### src/hdl/pbpa_pkg.sv
`timescale 1ns / 1ps
// Shared types and constants for the paged block pool allocator.
// No dependencies; used by the front queue, the back executor and the top level.
package pbpa_pkg;

  localparam int HANDLE_W    = 12;
  localparam int IN_TDATA_W  = 16;
  localparam int OUT_TDATA_W = 96;
  localparam int STATUS_W    = 2;
  localparam int CNT_W       = 25;
  localparam int SYS_W       = 26;
  localparam int BB_W        = 13;
  localparam int BPPR_W      = 9;
  localparam int BYTE_W      = 8;
  localparam int CFG_IDX_W   = 3;
  localparam int CFG_DATA_W  = 13;
  localparam int LINK_DEPTH  = 4096;
  localparam int LEN_W       = 13;

  // register indexes on the configuration port
  localparam logic [CFG_IDX_W-1:0] REG_BLOCK_BYTES     = 3'd0;
  localparam logic [CFG_IDX_W-1:0] REG_BLOCKS_PER_PAGE = 3'd1;
  localparam logic [CFG_IDX_W-1:0] REG_POOL_TAG        = 3'd2;
  localparam logic [CFG_IDX_W-1:0] REG_PAGE_OVERHEAD   = 3'd3;
  localparam logic [CFG_IDX_W-1:0] REG_POOL_OVERHEAD   = 3'd4;

  localparam logic [BB_W-1:0]   RST_BLOCK_BYTES     = 13'd64;
  localparam logic [BPPR_W-1:0] RST_BLOCKS_PER_PAGE = 9'd256;
  localparam logic [BYTE_W-1:0] RST_POOL_TAG        = 8'd0;
  localparam logic [BYTE_W-1:0] RST_PAGE_OVERHEAD   = 8'd32;
  localparam logic [BYTE_W-1:0] RST_POOL_OVERHEAD   = 8'd80;

  typedef enum logic {
    OP_ALLOC = 1'b0,
    OP_FREE  = 1'b1
  } op_t;

  typedef enum logic [STATUS_W-1:0] {
    ST_OK         = 2'd0,
    ST_EXHAUSTED  = 2'd1,
    ST_BAD_HANDLE = 2'd2
  } status_t;

  typedef struct packed {
    logic [BB_W-1:0]   block_bytes;
    logic [BPPR_W-1:0] blocks_per_page;
    logic [BYTE_W-1:0] pool_tag;
    logic [BYTE_W-1:0] page_overhead_bytes;
    logic [BYTE_W-1:0] pool_overhead_bytes;
  } cfg_t;

  typedef struct packed {
    op_t                 op;
    logic [HANDLE_W-1:0] handle;
  } req_t;

  typedef struct packed {
    status_t             status;
    logic [HANDLE_W-1:0] granted_handle;
    logic [BYTE_W-1:0]   granted_tag;
    logic [CNT_W-1:0]    allocated_bytes;
    logic [CNT_W-1:0]    free_bytes;
    logic [SYS_W-1:0]    used_bytes;
  } res_t;

endpackage

### src/hdl/pbpa_front.sv
`timescale 1ns / 1ps
// Front end: accepts requests, decodes the command and holds them in a
// two-entry queue for the executor. Depends on pbpa_pkg.
module pbpa_front (
  input  logic                          clk,
  input  logic                          rst_n,
  input  logic                          in_tvalid,
  output logic                          in_tready,
  input  logic [pbpa_pkg::HANDLE_W-1:0] in_handle,
  input  logic                          in_cmd,
  output logic                          q_valid,
  output pbpa_pkg::req_t                q_req,
  input  logic                          q_pop
);

  pbpa_pkg::req_t entry_r [2];
  logic           wr_ptr_r, wr_ptr_nxt;
  logic           rd_ptr_r, rd_ptr_nxt;
  logic [1:0]     count_r, count_nxt;
  logic           push;
  pbpa_pkg::req_t dec;

  assign in_tready = (count_r != 2'd2);
  assign q_valid   = (count_r != 2'd0);
  assign q_req     = entry_r[rd_ptr_r];
  assign push      = in_tvalid & in_tready;

  always_comb begin
    dec.handle = in_handle;
    case (in_cmd)
      1'b1:    dec.op = pbpa_pkg::OP_FREE;
      default: dec.op = pbpa_pkg::OP_ALLOC;
    endcase
  end

  always_comb begin
    wr_ptr_nxt = push ? ~wr_ptr_r : wr_ptr_r;
    rd_ptr_nxt = q_pop ? ~rd_ptr_r : rd_ptr_r;
    count_nxt  = count_r + {1'b0, push} - {1'b0, q_pop};
  end

  always_ff @(posedge clk) begin
    if (!rst_n) begin
      wr_ptr_r <= 1'b0;
      rd_ptr_r <= 1'b0;
      count_r  <= 2'd0;
    end else begin
      wr_ptr_r <= wr_ptr_nxt;
      rd_ptr_r <= rd_ptr_nxt;
      count_r  <= count_nxt;
    end
  end

  always_ff @(posedge clk) begin
    if (push) begin
      entry_r[wr_ptr_r] <= dec;
    end
  end

endmodule

### config.mk
export PLATFORM = sky130hd
export DESIGN_NAME = pbpa_front
export DESIGN_NICKNAME = d
export VERILOG_FILES = /design/src/hdl/pbpa_pkg.sv /design/src/hdl/pbpa_front.sv
export SDC_FILE = /design/constraint.sdc
export NUM_CORES = 1
export LEC_CHECK = 0
export ABC_AREA = 1
export BUFFER_PORTS_ARGS = -buffer_cell sky130_fd_sc_hd__buf_2
export CAP_MARGIN = 20
export CORE_ASPECT_RATIO = 0.6
export CORE_MARGIN = 1.5
export CORE_UTILIZATION = 50
export DETAILED_ROUTE_END_ITERATION = 8
export PLACE_DENSITY = 0.78
export SLEW_MARGIN = 20
export SYNTH_ARGS = -nofsm -noshare
export SYNTH_HDL_FRONTEND = slang
export SYNTH_SLANG_ARGS = --single-unit
### constraint.sdc
create_clock -name clk -period 2.8 [get_ports clk]
set_input_delay 0.28 -clock clk [delete_from_list [all_inputs] [get_ports clk]]
set_output_delay 0.28 -clock clk [all_outputs]
set_load 0.02 [all_outputs]
==> reports/results.env, run 1 <==
TIMING.HOLD.WORST_ENDPOINT='entry_r[1][9]'
IR_WORST_VDD_mV=0.517
COMB_POWER_SHARE=0.160
SYNTH_CELL_TYPE_COUNT=16
FINAL.SETUP.WORST_SLACK_NS=0.848
GLOBALROUTEOVERFLOWTOTAL=0
LAYOUT.AREA.SEQ_UM2=881
LAYOUT-AREA-OVERHEAD-VS-SYNTH_PCT=25.3
R2R.WORST_PATH.CELLS=5
CORE_AREA_UM2=2230
RELSLEWSLACK=0.479
POST_SYNTHESIS_SHARE_OF_CELL_AREA_SPENT_ON_FULL_ADDERS_HALF_ADDERS_AND_MAJORITY_GATES=0.0103
SYN-INSTANCE-COUNT=72
FINAL_NET_COUNT=128
SYNTH.NET_COUNT=90
LEAKAGE_nW=0.641
DESIGN_AREA_UM2=1520
POWER_DENSITY_CELLS_nW_PER_UM2=795
IO_PINS=32
DIE-AREA_UM2=2740
SWITCHING_SHARE_OF_POWER=0.239
CTSROOTBUFFERMASTER='sky130_fd_sc_hd__clkbuf_8'
MAXCAPVIOLATIONS=0
DRTANTENNAVIOLNETS=0
CTS.HTREE.LEVELS=2
YOSYS_REGISTER_BITS=31
GRT_MAX_DEGREE=15
CTS.SINKS=31
RUN_STATUS='finished clean'
FINAL-INSTANCE-COUNT-EXCL-FILL=141
XOR_XNOR_CELL_AREA_SHARE_OF_THE_YOSYS_NETLIST=0.0144
WHS_PATH_DEPTH=1
REGTOREGENDPOINT='entry_r[0][11]'
MET3_USAGE=0.0714
NETSWITCHINGPOWER_uW=288
INTERNAL_POWER_uW=920
WORSTPATHARRIVAL_NS=1.67
SYNTH_COMPOUND_GATE_AREA_SHARE=0.00825
PLACEMENTROWS=13
CP-END-KIND='output pin'
MAPPEDNETLISTAREA_UM2=1210
DRCVIOLATIONCOUNT=0
CRITPATHTOPFAMILY='flip-flops'
SYNTH_AREA_PER_CELL_UM2=16.9
CTS.PATH.MAX_BUFFERS=2
TRITONROUTE_PASS_1_ITERS=4
CTS_SETUP_BUFFERS=0
POST_SYNTHESIS_SHARE_OF_CELL_AREA_SPENT_ON_AND_OR_NAND_AND_NOR_GATES=0.0588
FINAL_CORE_UTILIZATION=0.682
GPL.FINAL_WEIGHTED_CONGESTION=0.603
WORST_MIN_DELAY_PATH_CLASS='input port to flop'
YS_TOP_CELLS_BY_AREA='sky130_fd_sc_hd__edfxtp_1 (64%), sky130_fd_sc_hd__mux2_4 (12%), sky130_fd_sc_hd__dfxtp_1 (8.2%)'
P_CLK_FRAC=0.367
PATH_CELLS='mux2_2 > buf_2'
CRIT-REG2REG-LAUNCH='count_r[0]'
MOST_FREQUENT_CELLS_IN_THE_LAYOUT='sky130_fd_sc_hd__buf_2 (31), sky130_fd_sc_hd__edfxtp_1 (26), sky130_fd_sc_hd__mux2_4 (10), sky130_fd_sc_hd__inv_1 (7), sky130_fd_sc_hd__nand2_1 (7)'
DETAIL_ROUTE.WL_PER_CELL_UM=13.8
IO_BUFFERS=31
SYNTH_TOP_FAMILY_BY_AREA='multiplexers'
MAX_STAGE_DELAY_NS=0.83
STARTING_UTILIZATION_OF_THE_CORE_AREA=0.545
TIMING.CRITICAL_PATH.SLOWEST_STAGE_CELL='sky130_fd_sc_hd__dfxtp_1'
CTSHOLDBUFFERS=0
STARTPOINT_TYPE='flop'
PWR-SHARE-SEQ=0.473
SETUP_TNS_NS=0
GRT_SETUP_UNREPAIRED='false'
FINALSETUPVIOLATIONS=0
REG_TO_REG_SETUP_TIMING_SLACK_NS=1.16
NUMPLACEDINSTANCES=133
INITIALDRTVIOLATIONCOUNT=28
DP_SLACK_NS=1.13
TRITONCTS.NUM_BUFFERS=5
LAYOUT_CELL_SHARE_WITH_DRIVE_STRENGTH_BEYOND_1=0.505
DIE-HEIGHT_UM=41.2
TRITONCTS_CLOCK_TREE='yes'
MULTI_INPUT_COMB_AREA_UM2=295
SYNTH.YOSYS.SEQ_AREA_SHARE=0.726
CTS.REPORTEDPATHS.CLKPINSLEW_NS=0.07
TOP_USAGE_LAYER='met2'
WORST_CLOCK_SKEW_NS=0.00646
SYNTH_TOP_AREA_FRAC=0.643
WORST-SLEW-PIN-TRANSITION_NS=0.780
HOLD_VIOL=0
FINAL-MAX-SLEW-VIOLATION-COUNT=0
VIA_PER_INST=4.89
POST-SYNTH-TOP-AREA-CELL='sky130_fd_sc_hd__edfxtp_1'
HOLD_SLACK_NS=0.191
HOLD_PATH_STARTPOINT='in_handle[9]'
YOSYSWARNINGS=0
VIAS=689
MAX_FREQ_MHz=512
GRT_UTIL_ALL_LAYERS=0.161
CRIT_PATH_MAX_FANOUT=13
CRIT_BUF_INV=1
DETAIL_ROUTE.WIRELENGTH_UM=1950
FIRST_PASS_GRT_WIRE_LENGTH_UM=2880
GRTUSAGEMET1=0.180
DPL-INSTANCE-AREA_UM2=1400
MIN_PERIOD_OVER_PERIOD=0.697
TIMING.FINAL.CRIT_PERIOD_NS=1.95
GLOBAL_ROUTE.USAGE.MET2=0.283
TIMING_WORST_SETUP_PATH_TYPE='flop to output pin'
CRITICAL_PATH_REQUIRED_NS=2.52
NUMBER_OF_GLOBAL_ROUTE_VIAS_BEFORE_REPAIR=645
NUM_ANTENNA_CELLS=0
DIEWIDTH_UM=66.6
CTSRESIZECOUNT=0
LAYOUT_COMMONEST_CELL='sky130_fd_sc_hd__buf_2'
NUMBER_OF_FILL_CELLS=160
POWER.TOTAL_mW=1.21
YOSYS-MUX-AREA-FRACTION=0.152
CLOCK_INSERTION_DELAY_WORST_SKEW_NS=0.27
GRT_ANTENNA_BEFORE_REPAIR=0
## worst register-to-register path, cell delays in order, from the launching register on
cell and delay [ns]:
sky130_fd_sc_hd__dfxtp_1 0.34, sky130_fd_sc_hd__inv_1 0.08, sky130_fd_sc_hd__nand2_2 0.11, sky130_fd_sc_hd__nand2_4 0.08, sky130_fd_sc_hd__nor2_1 0.46, sky130_fd_sc_hd__buf_4 0.28
## cell families (layout without fill, tap and decap cells)
| logic type | Yosys count | in the layout |
|---|---|---|
| muxes | 13 | 13 |
| adders and majority gates | 1 | 1 |
| buffers and inverters | 8 | 47 |
| AOI/OAI and AO/OA | 2 | 2 |
| xor gates and xnor gates | 2 | 2 |
| and+or+nand+nor | 15 | 15 |
| DFF | 31 | 31 |
## layer usage
layer	up-vias	wire length (um)
met3	2	138
met4	0	12
met1	335	820
met2	22	980
met5	-	0
li1	330	-
## power groups by stage
stage | logic, mW | registers [mW] | clock network (mW)
4_1_cts | 0.196 | 0.572 | 0.453
6_report | 0.194 | 0.571 | 0.444
3_3_place_gp | 0.188 | 0.578 | 0
5_1_grt | 0.213 | 0.575 | 0.474
3_5_place_dp | 0.195 | 0.582 | 0
2_1_floorplan | 0.143 | 0.569 | 0
## cells in the mapped netlist, drive strengths merged
cell type / count
ha: 1
xnor2: 2
buf: 1
nand2: 9
mux2: 13
nor3: 1
nand3: 1
dfxtp: 5
nor2: 4
edfxtp: 26
inv: 7
a21oi: 2
## sequential cells by signal, indices dropped and copies added (netlist names), named ones only
signal / count
entry_r: 26
rd_ptr_r: 1
count_r: 2
wr_ptr_r: 1
## worst max-delay path by stage
stage                    end  slack, ns  cells past startpoint
2_1_floorplan  entry_r[0][0]       1.24                      4
3_3_place_gp        q_req[1]       1.15                      2
3_5_place_dp        q_req[1]       1.13                      2
4_1_cts             q_req[1]       0.82                      2
5_1_grt             q_req[0]       0.77                      2
6_report            q_req[1]       0.85                      2
## area by class of cell
| type | instances | area share |
|---|---|---|
| flip-flops and latches | 31 | 0.579 |
| multi-input cells | 33 | 0.194 |
| repair buffers | 32 | 0.107 |
| clock buffers | 6 | 0.0543 |
| well taps | 30 | 0.0247 |
| clock inverters | 2 | 0.0230 |
| inverters | 7 | 0.0173 |
No activity file was read; power rests on OpenSTA's default activity.
==> run 2: changes to the inputs <==
--- a/config.mk
+++ b/config.mk
@@ -5,7 +5,7 @@
 export SDC_FILE = /design/constraint.sdc
 export NUM_CORES = 1
 export LEC_CHECK = 0
-export ABC_AREA = 1
+export ABC_AREA = 0
 export BUFFER_PORTS_ARGS = -buffer_cell sky130_fd_sc_hd__buf_2
 export CAP_MARGIN = 20
 export CORE_ASPECT_RATIO = 0.6
==> constraint.sdc (replaced) <==
create_clock -name clk -period 2 [get_ports clk]
set_input_delay 0.2 -clock clk [delete_from_list [all_inputs] [get_ports clk]]
set_output_delay 0.2 -clock clk [all_outputs]
set_load 0.02 [all_outputs]
==> run 2 against run 1 <==
  * Sequential share of layout area is 1.8 points higher
  * Via count is 2.0% lower
  * Die area is 1.2% lower
  * Worst setup slack worse by 0.56 ns
  * Largest cell class unchanged
==> reports/results.env, run 2 <==
POST-SYNTH-TOP-AREA-CELL='sky130_fd_sc_hd__edfxtp_1'
LAYOUT.AREA.SEQ_UM2=881
CP-END-KIND='output pin'
FINAL-MAX-SLEW-VIOLATION-COUNT=0
DRCVIOLATIONCOUNT=0
CRIT_PATH_MAX_FANOUT=13
CORE_AREA_UM2=2210
GRT_MAX_DEGREE=14
GRT_ANTENNA_BEFORE_REPAIR=0
RUN_STATUS='finished clean'
PATH_CELLS='mux2_2 > buf_2'
DIE-HEIGHT_UM=40.9
REGTOREGENDPOINT='count_r[1]'
CRITICAL_PATH_REQUIRED_NS=1.80
GRT_SETUP_UNREPAIRED='false'
IO_BUFFERS=31
MAX_STAGE_DELAY_NS=0.68
GRT_UTIL_ALL_LAYERS=0.166
WORST-SLEW-PIN-TRANSITION_NS=0.567
DETAIL_ROUTE.WL_PER_CELL_UM=13.9
CTS.REPORTEDPATHS.CLKPINSLEW_NS=0.06
SYNTH_ASYNC_SR_FLOP_SHARE=0
CTS.HTREE.LEVELS=2
MIN_PERIOD_OVER_PERIOD=0.858
CRITPATHTOPFAMILY='flip-flops'
FINAL_NET_COUNT=124
GLOBALROUTEOVERFLOWTOTAL=0
POWER.TOTAL_mW=1.50
LAYOUT_COMMONEST_CELL='sky130_fd_sc_hd__buf_2'
CRIT-REG2REG-LAUNCH='count_r[0]'
TIMING.FINAL.CRIT_PERIOD_NS=1.72
MAXCAPVIOLATIONS=0
FINAL_CORE_UTILIZATION=0.666
VIAS=675
CTSROOTBUFFERMASTER='sky130_fd_sc_hd__clkbuf_8'
FINALSETUPVIOLATIONS=0
SYNTH.NET_COUNT=86
MOST_FREQUENT_CELLS_IN_THE_LAYOUT='sky130_fd_sc_hd__buf_2 (31), sky130_fd_sc_hd__edfxtp_1 (26), sky130_fd_sc_hd__mux2_2 (13), sky130_fd_sc_hd__dfxtp_1 (5), sky130_fd_sc_hd__clkbuf_8 (5)'
TRITONROUTE_PASS_1_ITERS=3
LAYOUT-AREA-OVERHEAD-VS-SYNTH_PCT=23.0
YOSYS_REGISTER_BITS=31
MAX_FLOP_REGISTER='entry_r'
SYNTH.YOSYS.SEQ_AREA_SHARE=0.735
MAX_FFS_PER_REGISTER=26
WORST_CLOCK_SKEW_NS=0.00423
TRITONCTS.NUM_BUFFERS=5
CTSRESIZECOUNT=0
TIMING.CRITICAL_PATH.SLOWEST_STAGE_CELL='sky130_fd_sc_hd__dfxtp_1'
YOSYSWARNINGS=0
TIMING_WORST_SETUP_PATH_TYPE='flop to output pin'
SETUP_TNS_NS=0
SYNTH_CELL_TYPE_COUNT=22
SYN-INSTANCE-COUNT=68
CLOCK_INSERTION_DELAY_WORST_SKEW_NS=0.28
DETAILEDPLACEMENTHPWL_UM=1360
POST-SYNTH-TOP-COUNT-CELL='sky130_fd_sc_hd__edfxtp_1'
YS_TOP_CELLS_BY_AREA='sky130_fd_sc_hd__edfxtp_1 (65%), sky130_fd_sc_hd__mux2_2 (12%), sky130_fd_sc_hd__dfxtp_1 (8.4%)'
DRTANTENNAVIOLNETS=0
IO_PINS=32
SYNTH-EDFF-COUNT=26
FIRST_PASS_GRT_WIRE_LENGTH_UM=2930
NUM_ANTENNA_CELLS=0
INITIALDRTVIOLATIONCOUNT=14
HOLD_VIOL=0
SYNTH_FLOP_CELL='sky130_fd_sc_hd__edfxtp_1'
RELSLEWSLACK=0.622
SYNTH_TOP_AREA_FRAC=0.651
REG_TOP3='entry_r (26), count_r (2)'
CTS_SETUP_BUFFERS=0
TRITONCTS_CLOCK_TREE='yes'
REG_TO_REG_SETUP_TIMING_SLACK_NS=0.42
NUMBER_OF_GLOBAL_ROUTE_VIAS_BEFORE_REPAIR=627
LEAKAGE_nW=0.583
CTS.SINKS=31
STARTPOINT_TYPE='flop'
CRIT_BUF_INV=1
MULTI_INPUT_COMB_AREA_UM2=305
CTSHOLDBUFFERS=0
WORSTPATHARRIVAL_NS=1.52
POST_SYNTH_MOST_FREQUENT_CELLS='sky130_fd_sc_hd__edfxtp_1 (26), sky130_fd_sc_hd__mux2_2 (13), sky130_fd_sc_hd__dfxtp_1 (5), sky130_fd_sc_hd__and2_1 (3)'
R2R.WORST_PATH.CELLS=7
DIE-AREA_UM2=2710
NUMBER_OF_FILL_CELLS=164
VIA_PER_INST=4.93
CTS.PATH.MAX_BUFFERS=2
LAYOUT_CELL_SHARE_WITH_DRIVE_STRENGTH_BEYOND_1=0.495
DIEWIDTH_UM=66.2
GPL.FINAL_WEIGHTED_CONGESTION=0.646
DETAIL_ROUTE.WIRELENGTH_UM=1900
CP_NUM_CELLS=2
PLACEMENTROWS=13
SYNTH_AREA_PER_CELL_UM2=17.6
WORST_MIN_DELAY_PATH_CLASS='input port to flop'
POWER_DENSITY_CELLS_nW_PER_UM2=1020
IR_WORST_VDD_mV=0.502
WORST_SETUP_PATH_ENDPOINT='q_req[12]'
MAPPEDNETLISTAREA_UM2=1200
MAX_FREQ_MHz=582
STARTING_UTILIZATION_OF_THE_CORE_AREA=0.542
## run 2: per-stage QoR
stage	cells	instance area [um^2]	worst slack, ns	hold slack (ns)
detailed placement	129	1390	0.433	0.392
global route	137	1470	0.213	0.0984
finish	137	1470	0.283	0.104
floorplan	68	1200	0.419	0.299
CTS	137	1470	0.266	0.101
global placement	129	1390	0.501	0.388
## run 2: kinds of logic after synthesis
| kind of cell | Yosys count | synth area share |
|---|---|---|
| multiplexers | 14 | 0.130 |
| XOR/XNOR | 2 | 0.0146 |
| flip-flops | 31 | 0.735 |
| AO/OA/AOI/OAI | 5 | 0.0376 |
| adder cells (fa/ha/maj) | 1 | 0.0104 |
| AND/OR/NAND/NOR | 12 | 0.0616 |
| buffers and inverters | 3 | 0.0104 |
## run 2: worst min path at each step
stage	startpoint	to	slack, ns	depth (start not counted)
after floorplan	in_handle[0]	entry_r[0][0]	0.30	0
after global placement	in_handle[2]	entry_r[0][2]	0.39	1
after detailed placement	in_handle[5]	entry_r[0][5]	0.39	1
after CTS	in_handle[5]	entry_r[0][5]	0.10	1
after global routing	in_handle[5]	entry_r[0][5]	0.1	1
final	in_handle[5]	entry_r[0][5]	0.10	1
## run 2: worst reg2reg max path, cell delays in order (launching register included)
cell and delay (ns):
sky130_fd_sc_hd__dfxtp_1 0.37, sky130_fd_sc_hd__nand2b_1 0.21, sky130_fd_sc_hd__nand2_1 0.09, sky130_fd_sc_hd__xnor2_1 0.14, sky130_fd_sc_hd__ha_1 0.25, sky130_fd_sc_hd__nand3b_1 0.12, sky130_fd_sc_hd__mux2i_1 0.06, sky130_fd_sc_hd__a211o_1 0.22
## run 2: layout make-up
cell class	count	share of cell area
Clock buffer	8	0.0543
Sequential cell	31	0.598
Inverter	2	0.00509
Multi-Input combinational cell	34	0.207
Tap cell	30	0.0255
Timing Repair Buffer	32	0.110
## run 2: where the power goes
part | internal (mW) | total, mW | switching, mW
clock | 0.246 | 0.446 | 0.200
sequential | 0.769 | 0.802 | 0.0321
combinational | 0.109 | 0.250 | 0.141
total | 1.12 | 1.50 | 0.374
## run 2: layer usage
| layer | share of wire | vias to the layer above | global-route usage |
|---|---|---|---|
| li1 | - | 334 | - |
| met1 | 0.41 | 315 | 0.193 |
| met2 | 0.51 | 23 | 0.273 |
| met3 | 0.073 | 3 | 0.0962 |
| met4 | 0.0089 | 0 | 0.0459 |
| met5 | 0 | - | 0 |
